$ cat config.mk
export PLATFORM = sky130hd
export DESIGN_NAME = mbap_request_deframer_top_flat
export DESIGN_NICKNAME = d
export VERILOG_FILES = /design/src/rtl/mbdf_pkg.sv /design/src/rtl/mbdf_ifs.sv /design/src/rtl/mbdf_cfg_regs.sv /design/src/rtl/mbdf_core.sv /design/src/rtl/mbdf_skid.sv /design/src/rtl/mbap_request_deframer_top.sv /design/src/flat_wrapper.sv
export SDC_FILE = /design/constraint.sdc
export NUM_CORES = 1
export LEC_CHECK = 0
export ABC_AREA = 1
export BUFFER_PORTS_ARGS = -buffer_cell sky130_fd_sc_hd__clkbuf_2
export CAP_MARGIN = 25
export CELL_PAD_IN_SITES_DETAIL_PLACEMENT = 0
export CELL_PAD_IN_SITES_GLOBAL_PLACEMENT = 1
export CORE_ASPECT_RATIO = 1.5
export CORE_MARGIN = 3
export CORE_UTILIZATION = 43
export CTS_BUF_LIST = sky130_fd_sc_hd__clkbuf_8
export DETAILED_ROUTE_END_ITERATION = 12
export PLACE_DENSITY = 0.85
export SLEW_MARGIN = 20
export SYNTH_ARGS = -nofsm -noshare
export SYNTH_HDL_FRONTEND = slang
export SYNTH_HIERARCHICAL = 1
export SYNTH_SLANG_ARGS = --single-unit
$ cat constraint.sdc
create_clock -name clk_i -period 4 [get_ports clk_i]
set_clock_uncertainty 0.05 [all_clocks]
set_input_delay 0.4 -clock clk_i [delete_from_list [all_inputs] [get_ports clk_i]]
set_output_delay 0.4 -clock clk_i [all_outputs]
set_load 0.01 [all_outputs]
$ cat src/rtl/mbdf_pkg.sv
package mbdf_pkg;

  localparam int unsigned HDR_BYTES     = 6;
  localparam int unsigned CFG_IDX_W     = 2;
  localparam int unsigned CFG_DATA_W    = 16;

  localparam logic [15:0] MAX_LEN_RST   = 16'd300;
  localparam logic [7:0]  MAX_UNIT_RST  = 8'd247;

  typedef enum logic [CFG_IDX_W-1:0] {
    CFG_MAX_LEN  = 2'd0,
    CFG_MAX_UNIT = 2'd1
  } mbdf_cfg_idx_e;

  typedef enum logic [2:0] {
    EV_HEADER    = 3'd0,
    EV_FORWARD   = 3'd1,
    EV_DISCARD   = 3'd2,
    EV_REJECT    = 3'd3,
    EV_IGNORED   = 3'd4,
    EV_CLOSED    = 3'd5
  } mbdf_event_e;

  typedef struct packed {
    logic [15:0] max_payload_length;
    logic [7:0]  max_unit_address;
  } mbdf_cfg_t;

  typedef struct packed {
    mbdf_event_e event_res;
    logic [7:0]  payload_byte;
    logic        is_last;
    logic [15:0] transaction_id;
    logic [7:0]  unit_id;
    logic [15:0] frame_length;
  } mbdf_res_t;

endpackage

$ cat src/rtl/mbdf_ifs.sv
interface mbdf_in_if;
  logic       valid;
  logic       ready;
  logic       op;
  logic [7:0] data_byte;

  modport source (output valid, output op, output data_byte, input ready);
  modport sink   (input valid, input op, input data_byte, output ready);
endinterface

interface mbdf_out_if;
  logic        valid;
  logic        ready;
  logic [2:0]  event_res;
  logic [7:0]  payload_byte;
  logic        is_last;
  logic [15:0] transaction_id;
  logic [7:0]  unit_id;
  logic [15:0] frame_length;

  modport source (output valid, output event_res, output payload_byte, output is_last,
                  output transaction_id, output unit_id, output frame_length, input ready);
  modport sink   (input valid, input event_res, input payload_byte, input is_last,
                  input transaction_id, input unit_id, input frame_length, output ready);
endinterface

interface mbdf_cfg_if;
  logic        valid;
  logic        ready;
  logic [1:0]  index;
  logic [15:0] data;

  modport source (output valid, output index, output data, input ready);
  modport sink   (input valid, input index, input data, output ready);
endinterface

$ cat src/rtl/mbdf_cfg_regs.sv
module mbdf_cfg_regs (
  input  logic                            clk_i,
  input  logic                            rst_ni,
  input  logic                            wr_i,
  input  logic [mbdf_pkg::CFG_IDX_W-1:0]  idx_i,
  input  logic [mbdf_pkg::CFG_DATA_W-1:0] data_i,
  output mbdf_pkg::mbdf_cfg_t             cfg_o
);
  import mbdf_pkg::*;

  mbdf_cfg_t cfg_q, cfg_d;

  always_comb begin
    cfg_d = cfg_q;
    if (wr_i) begin
      unique case (idx_i)
        CFG_MAX_LEN:  cfg_d.max_payload_length = data_i[15:0];
        CFG_MAX_UNIT: cfg_d.max_unit_address   = data_i[7:0];
        default: ;
      endcase
    end
  end

  always_ff @(posedge clk_i or negedge rst_ni) begin
    if (!rst_ni) begin
      cfg_q.max_payload_length <= MAX_LEN_RST;
      cfg_q.max_unit_address   <= MAX_UNIT_RST;
    end else begin
      cfg_q <= cfg_d;
    end
  end

  assign cfg_o = cfg_q;

endmodule

$ cat src/rtl/mbdf_core.sv
module mbdf_core (
  input  logic                clk_i,
  input  logic                rst_ni,
  input  logic                accept_i,
  input  logic                op_i,
  input  logic [7:0]          data_byte_i,
  input  mbdf_pkg::mbdf_cfg_t cfg_i,
  output mbdf_pkg::mbdf_res_t res_o
);
  import mbdf_pkg::*;

  localparam logic [1:0] PH_HEADER  = 2'd0;
  localparam logic [1:0] PH_PAYLOAD = 2'd1;
  localparam logic [1:0] PH_DROP    = 2'd2;

  localparam logic [2:0] HDR_LAST = 3'(HDR_BYTES - 1);

  logic [1:0]  phase_q, phase_d;
  logic [15:0] cnt_q, cnt_d;
  logic [15:0] tid_q, tid_d;
  logic [15:0] pid_q, pid_d;
  logic [15:0] len_q, len_d;
  logic [7:0]  unit_q, unit_d;
  logic        unit_ok_q, unit_ok_d;

  logic [2:0]  hdr_idx;
  logic [16:0] cnt_inc;
  mbdf_res_t   res;

  // a header count out of range restarts the header
  assign hdr_idx = (cnt_q >= 16'(HDR_BYTES)) ? 3'd0 : cnt_q[2:0];
  assign cnt_inc = {1'b0, cnt_q} + 17'd1;

  always_comb begin
    phase_d   = phase_q;
    cnt_d     = cnt_q;
    tid_d     = tid_q;
    pid_d     = pid_q;
    len_d     = len_q;
    unit_d    = unit_q;
    unit_ok_d = unit_ok_q;

    res                = '0;
    res.event_res      = EV_IGNORED;
    res.transaction_id = tid_q;
    res.frame_length   = len_q;

    if (op_i) begin
      phase_d   = PH_HEADER;
      cnt_d     = '0;
      tid_d     = '0;
      pid_d     = '0;
      len_d     = '0;
      unit_d    = '0;
      unit_ok_d = 1'b0;
      res                = '0;
      res.event_res      = EV_CLOSED;
    end else begin
      unique case (phase_q)
        PH_HEADER: begin
          unique case (hdr_idx)
            3'd0: begin
              tid_d = {data_byte_i, 8'h00};
              pid_d = '0;
              len_d = '0;
            end
            3'd1:    tid_d[7:0] = data_byte_i;
            3'd2:    pid_d      = {data_byte_i, 8'h00};
            3'd3:    pid_d[7:0] = data_byte_i;
            3'd4:    len_d      = {data_byte_i, 8'h00};
            default: len_d[7:0] = data_byte_i;
          endcase
          res.event_res = EV_HEADER;
          if (hdr_idx == HDR_LAST) begin
            cnt_d = '0;
            if (pid_d != 16'd0 || len_d == 16'd0 || len_d > cfg_i.max_payload_length) begin
              phase_d       = PH_DROP;
              res.event_res = EV_REJECT;
            end else begin
              phase_d = PH_PAYLOAD;
            end
          end else begin
            cnt_d = {13'd0, hdr_idx} + 16'd1;
          end
          res.transaction_id = tid_d;
          res.frame_length   = len_d;
        end
        PH_PAYLOAD: begin
          if (cnt_q == 16'd0) begin
            unit_d    = data_byte_i;
            unit_ok_d = (data_byte_i <= cfg_i.max_unit_address);
          end
          res.event_res    = unit_ok_d ? EV_FORWARD : EV_DISCARD;
          res.payload_byte = data_byte_i;
          res.unit_id      = unit_d;
          if (cnt_inc >= {1'b0, len_q}) begin
            res.is_last = 1'b1;
            phase_d     = PH_HEADER;
            cnt_d       = '0;
          end else begin
            cnt_d = cnt_inc[15:0];
          end
        end
        default: ;  // drop, and the spare code behaves the same
      endcase
    end
  end

  always_ff @(posedge clk_i or negedge rst_ni) begin
    if (!rst_ni) begin
      phase_q   <= PH_HEADER;
      cnt_q     <= '0;
      tid_q     <= '0;
      pid_q     <= '0;
      len_q     <= '0;
      unit_q    <= '0;
      unit_ok_q <= 1'b0;
    end else if (accept_i) begin
      phase_q   <= phase_d;
      cnt_q     <= cnt_d;
      tid_q     <= tid_d;
      pid_q     <= pid_d;
      len_q     <= len_d;
      unit_q    <= unit_d;
      unit_ok_q <= unit_ok_d;
    end
  end

  assign res_o = res;

endmodule

$ cat src/rtl/mbdf_skid.sv
module mbdf_skid (
  input  logic                clk_i,
  input  logic                rst_ni,
  input  logic                valid_i,
  input  mbdf_pkg::mbdf_res_t data_i,
  output logic                ready_o,
  output logic                valid_o,
  output mbdf_pkg::mbdf_res_t data_o,
  input  logic                ready_i
);
  import mbdf_pkg::*;

  logic      out_valid_q, skid_valid_q;
  mbdf_res_t out_q, skid_q;
  logic      push;

  assign ready_o = !skid_valid_q;
  assign push    = valid_i && ready_o;

  always_ff @(posedge clk_i or negedge rst_ni) begin
    if (!rst_ni) begin
      out_valid_q  <= 1'b0;
      skid_valid_q <= 1'b0;
    end else if (!out_valid_q || ready_i) begin
      if (skid_valid_q) begin
        out_valid_q  <= 1'b1;
        skid_valid_q <= 1'b0;
      end else begin
        out_valid_q <= push;
      end
    end else if (push) begin
      skid_valid_q <= 1'b1;
    end
  end

  always_ff @(posedge clk_i) begin
    if (!out_valid_q || ready_i) begin
      out_q <= skid_valid_q ? skid_q : data_i;
    end else if (push) begin
      skid_q <= data_i;
    end
  end

  assign valid_o = out_valid_q;
  assign data_o  = out_q;

endmodule

$ cat src/rtl/mbap_request_deframer_top.sv
// Output: the result is valid in the cycle after acceptance when the output register is free;
// while out_o is stalled a result waits in the skid entry and then in the output register.
// Throughput: one request per cycle; the state update is a single pass over the header,
// payload and unit checks; the input closes only while both output entries are full.
// Reset (rst_ni low, asynchronous): frame state cleared, output stage emptied,
// max_payload_length back to 300 and max_unit_address back to 247.
module mbap_request_deframer_top (
  input  logic   clk_i,
  input  logic   rst_ni,
  mbdf_in_if.sink    in_i,
  mbdf_out_if.source out_o,
  mbdf_cfg_if.sink   cfg_i
);
  import mbdf_pkg::*;

  mbdf_cfg_t cfg;
  mbdf_res_t res, res_out;
  logic      in_ready;
  logic      accept;

  assign cfg_i.ready = 1'b1;
  assign in_i.ready  = in_ready;
  assign accept      = in_i.valid && in_ready;

  mbdf_cfg_regs u_cfg (
    .clk_i  (clk_i),
    .rst_ni (rst_ni),
    .wr_i   (cfg_i.valid),
    .idx_i  (cfg_i.index),
    .data_i (cfg_i.data),
    .cfg_o  (cfg)
  );

  mbdf_core u_core (
    .clk_i       (clk_i),
    .rst_ni      (rst_ni),
    .accept_i    (accept),
    .op_i        (in_i.op),
    .data_byte_i (in_i.data_byte),
    .cfg_i       (cfg),
    .res_o       (res)
  );

  mbdf_skid u_skid (
    .clk_i   (clk_i),
    .rst_ni  (rst_ni),
    .valid_i (in_i.valid),
    .data_i  (res),
    .ready_o (in_ready),
    .valid_o (out_o.valid),
    .data_o  (res_out),
    .ready_i (out_o.ready)
  );

  assign out_o.event_res      = res_out.event_res;
  assign out_o.payload_byte   = res_out.payload_byte;
  assign out_o.is_last        = res_out.is_last;
  assign out_o.transaction_id = res_out.transaction_id;
  assign out_o.unit_id        = res_out.unit_id;
  assign out_o.frame_length   = res_out.frame_length;

endmodule

$ cat src/flat_wrapper.sv
// flat-port wrapper written by rule: the top's interface ports become plain ports
module mbap_request_deframer_top_flat import mbdf_pkg::*;
  (clk_i, rst_ni, in_i_valid, in_i_op, in_i_data_byte, in_i_ready, out_o_valid, out_o_event_res, out_o_payload_byte, out_o_is_last, out_o_transaction_id, out_o_unit_id, out_o_frame_length, out_o_ready, cfg_i_valid, cfg_i_index, cfg_i_data, cfg_i_ready);
  mbdf_in_if in_i_i ();
  mbdf_out_if out_o_i ();
  mbdf_cfg_if cfg_i_i ();
  input  logic clk_i;
  input  logic rst_ni;
  input wire logic [$bits(in_i_i.valid)-1:0] in_i_valid;
  input wire logic [$bits(in_i_i.op)-1:0] in_i_op;
  input wire logic [$bits(in_i_i.data_byte)-1:0] in_i_data_byte;
  output wire logic [$bits(in_i_i.ready)-1:0] in_i_ready;
  output wire logic [$bits(out_o_i.valid)-1:0] out_o_valid;
  output wire logic [$bits(out_o_i.event_res)-1:0] out_o_event_res;
  output wire logic [$bits(out_o_i.payload_byte)-1:0] out_o_payload_byte;
  output wire logic [$bits(out_o_i.is_last)-1:0] out_o_is_last;
  output wire logic [$bits(out_o_i.transaction_id)-1:0] out_o_transaction_id;
  output wire logic [$bits(out_o_i.unit_id)-1:0] out_o_unit_id;
  output wire logic [$bits(out_o_i.frame_length)-1:0] out_o_frame_length;
  input wire logic [$bits(out_o_i.ready)-1:0] out_o_ready;
  input wire logic [$bits(cfg_i_i.valid)-1:0] cfg_i_valid;
  input wire logic [$bits(cfg_i_i.index)-1:0] cfg_i_index;
  input wire logic [$bits(cfg_i_i.data)-1:0] cfg_i_data;
  output wire logic [$bits(cfg_i_i.ready)-1:0] cfg_i_ready;
  assign in_i_i.valid = in_i_valid;
  assign in_i_i.op = in_i_op;
  assign in_i_i.data_byte = in_i_data_byte;
  assign in_i_ready = in_i_i.ready;
  assign out_o_valid = out_o_i.valid;
  assign out_o_event_res = out_o_i.event_res;
  assign out_o_payload_byte = out_o_i.payload_byte;
  assign out_o_is_last = out_o_i.is_last;
  assign out_o_transaction_id = out_o_i.transaction_id;
  assign out_o_unit_id = out_o_i.unit_id;
  assign out_o_frame_length = out_o_i.frame_length;
  assign out_o_i.ready = out_o_ready;
  assign cfg_i_i.valid = cfg_i_valid;
  assign cfg_i_i.index = cfg_i_index;
  assign cfg_i_i.data = cfg_i_data;
  assign cfg_i_ready = cfg_i_i.ready;
  mbap_request_deframer_top u_core (.clk_i(clk_i), .rst_ni(rst_ni), .in_i(in_i_i), .out_o(out_o_i), .cfg_i(cfg_i_i));
endmodule
* Yosys cells after proc, flatten, opt, wreduce, memory -nomap -nowiden
Cells that the tools add are included.
** Word-level totals
- Word-level logic and storage cells :: 115
- Flip-flop bits (word level) :: 205
** Cells by class
- Bitwise gates (word level) :: 1
- Reductions and logical operators :: 26
- Order comparisons :: 4
- Eq/ne operators :: 9
- Muxes and demuxes :: 50
- $add $sub $neg :: 2
** Operators with widths (count)
- 2-to-1 mux 16 bit :: 8
- 2-to-1 mux 52 bit :: 2
- 2-to-1 mux 8 bit :: 13
- one-hot mux 8 bit (2 select lines) :: 5
- logical NOT 16 bit :: 2
- one-hot mux 16 bit (2 select lines) :: 1
- adder 16 x 1 -> 17 bit (second input constant) :: 1
- greater-or-equal comparator 17 x 16 -> 1 bit :: 1
- greater-or-equal comparator 16 x 3 -> 1 bit (second input constant) :: 1
- greater-than comparator 16 bit :: 1
- nonzero test 16 bit :: 1
- 2-to-1 mux 2 bit :: 7
- AND reduction 2 bit :: 6
- 2-to-1 mux 1 bit :: 9
- 2-to-1 mux 9 bit :: 1
- less-or-equal comparator 8 bit :: 1
- == test 3 x 2 -> 1 bit (second input constant) :: 2
- == test 3 bit (second input constant) :: 2
- != test 3 bit (second input constant) :: 2
- one-hot mux 3 bit (2 select lines) :: 1
- nonzero test 2 bit :: 3
- adder 3 x 1 -> 4 bit (second input constant) :: 1
- == test 2 x 1 -> 1 bit (second input constant) :: 2
- logical NOT 2 bit :: 2
- 13 further kinds :: 17

* Logic depth before layout (Yosys ltp)
Gate-level depths: netlist of the first run.
- Word-level depth :: 15
- Mapped depth :: 30
- Depth with buffers taken out :: 29

* Hierarchy
Netlist of the first run, hierarchy kept.
** By module, submodules not included
- mbdf_core :: instances 1, cells each 826, area an instance 5839.4 um^2
- mbdf_skid :: instances 1, cells each 281, area an instance 3927.5 um^2
- mbdf_cfg_regs :: instances 1, cells each 106, area an instance 1017.2 um^2
- mbap_request_deframer_top :: instances 1, cells each 4, area an instance 18.8 um^2

* Worst setup path after synthesis of the first run
No wires, ideal clock.
- Kind :: input to register
- From :: input port out_o_ready
- To :: register u_core/u_skid/skid_q[0] (netlist name), enable pin
- Stages on the path :: 3
- Setup time :: 0.463 ns
- Path buffers :: 0
- Data arrival time :: 3.968 ns
- Data required time :: 3.487 ns
- Slack :: -0.481 ns
- Cells stage by stage :: inv_1 -> nand2_1 -> nor2_1
** On the way
- Longest elaborated chain between the ends :: 3
** Ends and longest elaborated chain
- from (decl) :: RTL line flat_wrapper.sv:20 : input wire logic [$bits(out_o_i.ready)-1:0] out_o_ready;
- logical OR 1 bit :: RTL line mbdf_skid.sv:37 : if (!out_valid_q || ready_i) begin
- NOT 1 bit (no line)
- AND reduction 2 bit (no line)
- to (signal assigned) :: RTL line mbdf_skid.sv:40 : skid_q <= data_i;
- to (decl) :: RTL line mbdf_skid.sv:14 : mbdf_res_t out_q, skid_q;
No other way between the ends.
A chain may end at the register's enable or synchronous reset.

==> qor.yml, run 1 <==
die:
  ios: 87
  core_area_sq_um: 24500
  rows: 70
  die_w_um: 135
  initial_core_util_pct: 44.1
  die_area_sq_um: 27100
  die_h_um: 200
synth:
  yosysUniqueCellTypes: 45
  synthCells: 1217
  ys_seq_area_share_pct: 52.4
  yosys_warnings: 6
  syn-num-nets: 1293
  syn_area_sq_um: 10800
  avgSynthCellArea_sq_um: 8.88
  ys_seq_elements: 205
placement:
  place.gp.congestion: 0.908
  pre_cts_ws_ps: 300
  portBuffers: 85
  hpwlAfterDp_um: 19500
  dp_cells: 1600
worst_setup_path:
  crit_top_cell: "nand2_2"
  arrival_ps: 3980
  crit_required_ps: 4280
  end_kind: "register"
  max_stage_delay_ps: 390
  crit_path_top_delay_cell: "dfrtp_1"
  crit_type: "register to register"
  cp_max_fo: 8
  startpoint_type: "register"
layout:
  area_growth_pct: 13.5
  nNetsFinal: 1396
  fin_cells: 1668
  drive_above_1_share_pct: 17.7
  final_common_cell: "nand2_1"
  n_antenna_cell: 0
  layout_common_cells: "nand2_1 (389), edfxtp_1 (104), inv_1 (101)"
  nFillCells: 2388
clocking:
  cts-root-buf: "clkbuf_8"
  cts_tree: "built"
  clockBufferDepth: 3
  cts.clk_slew.worst_paths_ps: 70
  insertion_delay_ps: 580
  cts_sinks: 205
  cts_htree_levels: 1
  cts_setup_buffers: 0
  numCtsBuffers: 30
worst_hold_path:
  hp-class: "input port to register"
job:
  cap_violations: 0
timing:
  slew_violations: 0
  slew_headroom_pct: 48.0
  hold_ws_ps: 24.1
  tightestPinTransition_ps: 779
  final.period_utilization_pct: 92.4
  finalCriticalPeriod_ps: 3700
  finalHoldViolCount: 0
  fin_ws_ps: 303
  fmax_ghz: 0.271
  setup_violations: 0
power:
  p_comb_share_pct: 35.8
  powerDensity_nw_per_um2: 573
  ir_drop_uv: 240
  p_int_uw: 4310
  pwr-share-clk_pct: 24.6
  seq_power_share_pct: 39.6
  p_sw_uw: 2710
  switching_share_pct: 38.6
  cellLeakagePower_uw: 0.00592
route:
  vias: 8575
  route.detailed.drc: 0
  via_per_inst: 5.14
  drtPass1Iterations: 5
  ant_nets: 0
  first_iter_violations: 564
  routed_wl_um: 27200
  wl_per_cell_um: 16.3
outcome:
  status: "finished clean"
grt:
  grt_max_degree: 56
  grt_pass1_wl_um: 43900
  overflow: 0
  track_usage_pct: 20.1
  grt_pass1_vias: 8244
  antenna_found_initial: 0
-- cell families after synthesis --
family                   after synthesis  share of synthesized area, %
AND/OR/NAND/NOR                      622                          25.7
XOR/XNOR                              11                         0.892
adder cells (fa/ha/maj)               44                          5.10
flip-flops                           205                          52.4
other                                  1                        0.0347
buffers and inverters                154                          6.68
AO/OA/AOI/OAI                        180                          9.18
-- flip-flops by register name (all words and copies together) (netlist names) --
| name | count |
|---|---|
| u_core/u_core/unit_ok_q | 1 |
| u_core/u_skid/skid_q | 52 |
| u_core/u_core/len_q | 16 |
| u_core/u_skid/data_o | 52 |
| u_core/u_cfg/cfg_o | 24 |
| u_core/u_core/cnt_q | 16 |
| u_core/u_core/tid_q | 16 |
| u_core/u_core/pid_q | 16 |
| u_core/u_skid/valid_o | 1 |
| u_core/u_core/unit_q | 8 |
| u_core/u_skid/skid_valid_q | 1 |
| u_core/u_core/phase_q | 2 |
-- area by class of cell --
type / instances / area, sq um / share of cell area (%)
Sequential cell: 205 / 5670 / 46.2
Clock buffer: 34 / 468 / 3.82
Multi-Input combinational cell: 858 / 4450 / 36.3
Clock inverter: 22 / 155 / 1.27
Timing Repair Buffer: 119 / 717 / 5.85
Inverter: 106 / 405 / 3.31
Tap cell: 324 / 405 / 3.31
-- routing by layer --
layer | track usage, % | wire (um) | vias to the layer above
li1 | - | - | 4267
met1 | 25.3 | 11100 | 3998
met2 | 35.0 | 13800 | 247
met3 | 2.21 | 1180 | 63
met4 | 8.32 | 1150 | 0
met5 | 0 | 0 | -
-- worst paths after layout --
kind | start | to | slack, ps | cells after the start
max | u_core/u_core/cnt_q[0] | u_core/u_skid/data_o[50] | 300 | 26
min in group asynchronous | rst_ni | u_core/u_core/tid_q[11] | 380 | 2
min reg2reg | u_core/u_cfg/cfg_o[4] | u_core/u_cfg/cfg_o[4] | 410 | 2
min | cfg_i_data[9] | u_core/u_cfg/cfg_o[17] | 20 | 3
max reg2reg | u_core/u_core/cnt_q[0] | u_core/u_skid/data_o[50] | 300 | 26
max in group asynchronous | rst_ni | u_core/u_cfg/cfg_o[16] | 2640 | 3
-- through the flow --
step	instance area (sq um)	TNS, ps	power [uW]	util, %
finish	12300	0	7030	50.0
floorplan	10800	0	4630	-
CTS	12200	0	7060	49.9
global placement	11500	0	5260	46.9
detailed placement	11500	0	5300	46.9
global route	12300	-66.9	7530	50.0
-- critical path, delay by kind of cell (launching register included) --
family          cells  cell delay (ps)
compound gates      2              200
fa+ha+maj           3              630
buf+inv             4              320
flops               1              390
simple gates       17             1860
-- cell usage after synthesis (all sizes together) --
cell type / count / area [sq um]
nand3b: 1 / 7.51
xor2: 10 / 87.6
ha: 44 / 551
xnor2: 1 / 8.76
dfrtp: 90 / 2250
edfxtp: 104 / 3120
conb: 1 / 3.75
nand2: 413 / 1620
inv: 104 / 398
buf: 30 / 249
nand4: 21 / 131
nor2: 96 / 455
o31ai: 1 / 7.51
o21ai: 101 / 517
nor4: 3 / 33.8
o21a: 1 / 7.51
o211ai: 3 / 22.5
clkinv: 2 / 7.51
clkbuf: 18 / 67.6
nor3: 7 / 62.6
dfstp: 11 / 289
nand3: 81 / 460
a211oi: 1 / 7.51
o22ai: 29 / 181
o221ai: 1 / 8.76
a21oi: 42 / 225
o2111ai: 1 / 15.0
-- what timing repair did --
| item | in CTS | in global routing |
|---|---|---|
| resized for setup | 0 | 3 |
| hold endpoints to repair | 60 | 0 |
| endpoints found under the setup margin | 0 | 2 |
| hold buffers | 12 | 0 |
-- power by group through the flow --
stage	sequential (uW)	clock (uW)	combinational, uW
2_1_floorplan	2840	0	1790
3_3_place_gp	2810	0	2450
3_5_place_dp	2820	0	2480
4_1_cts	2780	1780	2500
5_1_grt	2820	1870	2840
6_report	2780	1730	2510
Power figures use the tool's default switching activity.
==> inputs of run 2 (changes only) <==
CTS_CLUSTER_SIZE = 10   (was not set)
MAX_ROUTING_LAYER = met4   (was not set)
==> run 2 against run 1 <==
Maximum frequency is 1.2% higher. Combinational power is 2% higher. Hold slack better by 8.8 ps. Clock power is 13% lower. Power is 2.6% lower. Final cell count hardly changed. Via count is 1.1% lower. Largest power group unchanged. Core utilization is 0.49 points lower. Clock-buffer cell count is 3 lower. First-iteration DRC count is 30% higher. Critical path depth is 2 higher.
==> qor.yml, run 2 (synthesized netlist as in run 1, its figures left out) <==
outcome:
  status: "finished clean"
layout:
  drive_above_1_share_pct: 17.5  # -0.21 points
  nFillCells: 2357  # -1.3%
  register_area_sq_um: 5660  # about the same
  area_growth_pct: 12.4
  multiInputGateArea_sq_um: 4450  # about the same
  nNetsFinal: 1395  # -0.072%
  finalCoreUtilization_pct: 49.5  # -0.49 points
  n_antenna_cell: 0  # unchanged
  fin_cells: 1667  # -0.060%
  stdcell_area_sq_um: 12100  # -0.98%
  layout_common_cells: "nand2_1 (389), inv_1 (108), edfxtp_1 (104)"
  final_common_cell: "nand2_1"
placement:
  dp_cells: 1602  # +0.13%
  hpwlAfterDp_um: 19700  # +0.73%
  place.gp.congestion: 0.924  # +1.8%
  portBuffers: 85  # unchanged
  place_area_sq_um: 11500  # about the same
clocking:
  insertion_delay_ps: 560  # -20 ps
  cts_htree_levels: 1  # unchanged
  clockBufferDepth: 3  # unchanged
  cts_tree: "built"
  cts.clk_slew.worst_paths_ps: 60  # about the same
  numCtsBuffers: 31  # +3.3%
  cts_sinks: 205  # unchanged
  cts-root-buf: "clkbuf_8"
route:
  first_iter_violations: 735  # +30%
  drtPass1Iterations: 5  # unchanged
  via_per_inst: 5.09  # -1.1%
  route.detailed.drc: 0  # unchanged
  vias: 8478  # -1.1%
  wl_per_cell_um: 16.2  # -0.62%
  ant_nets: 0  # unchanged
  routed_wl_um: 27000  # -0.68%
power:
  power_uw: 6840  # -2.6%
  cellLeakagePower_uw: 0.00590  # -0.28%
  ir_drop_uv: 287  # +20%
  powerDensity_nw_per_um2: 563  # -1.6%
grt:
  track_usage_pct: 20.3  # +0.18 points
  grt_pass1_wl_um: 43200  # -1.5%
  overflow: 0  # unchanged
  antenna_found_initial: 0  # unchanged
  grt_pass1_vias: 8190  # -0.66%
  grt_max_degree: 56  # unchanged
die:
  die_w_um: 135  # unchanged
  die_area_sq_um: 27100  # unchanged
  core_area_sq_um: 24500  # unchanged
  die_h_um: 200  # unchanged
  initial_core_util_pct: 44.1  # unchanged
  ios: 87  # unchanged
  rows: 70  # unchanged
worst_setup_path:
  crit_top_cell: "nand2_2"
  cp_max_fo: 8  # unchanged
  end_kind: "register"
  crit_path_top_delay_cell: "dfrtp_1"
  max_stage_delay_ps: 360  # -30 ps
  startpoint_type: "register"
  crit_required_ps: 4270  # about the same
  arrival_ps: 3920  # -60 ps
  crit_type: "register to register"
timing:
  finalCriticalPeriod_ps: 3650  # -45.2 ps
  slew_headroom_pct: 46.8  # -1.2 points
  final.period_utilization_pct: 91.3  # -1.1 points
  fmax_ghz: 0.274  # +1.2%
  slew_violations: 0  # unchanged
  finalHoldViolCount: 0  # unchanged
  setup_violations: 0  # unchanged
  tightestPinTransition_ps: 796  # +17.3 ps
  hold_ws_ps: 32.9  # +8.82 ps
job:
  cap_violations: 0  # unchanged
worst_hold_path:
  hp-class: "input port to register"
==> run 2: cell types whose count changed in the layout (fill, tap and decap cells not counted), sizes merged <==
cell	delta
clkbuf	-3
dlygate4sd3	-6
bufinv	-2
clkinvlp	-2
inv	+8
buf	+4
==> run 2: layout make-up <==
type / instances / area share (%)
timing repair buffer: 117 / 5.63
sequential: 205 / 46.6
inverter: 106 / 3.34
clock buffer: 31 / 3.51
tap: 324 / 3.34
clock inverter: 26 / 0.896
multi-input combinational: 858 / 36.6
==> run 2: routing by layer <==
| metal | track usage (%) | share of wire (%) | vias to the layer above |
|---|---|---|---|
| met5 | - | 0 | - |
| met4 | 7.38 | 4.0 | 0 |
| met3 | 2.06 | 4.0 | 64 |
| met2 | 34.5 | 51 | 233 |
| met1 | 25.1 | 41 | 3920 |
| li1 | - | - | 4261 |
==> run 2: timing repair <==
action | 4_1_cts | 5_1_grt
setup buffers | 0 | 2
endpoints found under the hold margin | 48 | 0
setup endpoints to repair | 0 | 2
hold buffers | 6 | 0
resized for setup | 0 | 4
==> run 2: stage by stage <==
stage | setup TNS (ps) | worst slack, ps
finish | 0 | 349
global route | -55.7 | -36.5
CTS | 0 | 297
detailed placement | 0 | 319
global placement | 0 | 407
floorplan | 0 | 35.2
==> run 2: worst paths after layout <==
kind                                        startpoint  slack [ps]  cells past startpoint                        to
min in group asynchronous                       rst_ni         370                      2    u_core/u_core/tid_q[0]
max in group asynchronous                       rst_ni        2660                      3    u_core/u_cfg/cfg_o[16]
worst min register to register   u_core/u_cfg/cfg_o[1]         410                      2     u_core/u_cfg/cfg_o[1]
worst max-delay path            u_core/u_core/cnt_q[0]         350                     28  u_core/u_skid/data_o[49]
worst max register to register  u_core/u_core/cnt_q[0]         350                     28  u_core/u_skid/data_o[49]
worst min-delay path                    cfg_i_data[12]          30                      3    u_core/u_cfg/cfg_o[20]
==> run 2: critical path: cells and delay by family, from the launching register on <==
family / cells / cell delay, ps
AND/OR/NAND/NOR: 14 / 1300
adder cells (fa/ha/maj): 3 / 680
AO/OA/AOI/OAI: 7 / 780
flip-flops: 1 / 360
buffers and inverters: 4 / 240
==> run 2: power breakdown <==
part	switching (uW)	total, uW	internal, uW
Clock	780	1500	721
Combinational	1760	2570	807
Sequential	143	2770	2630
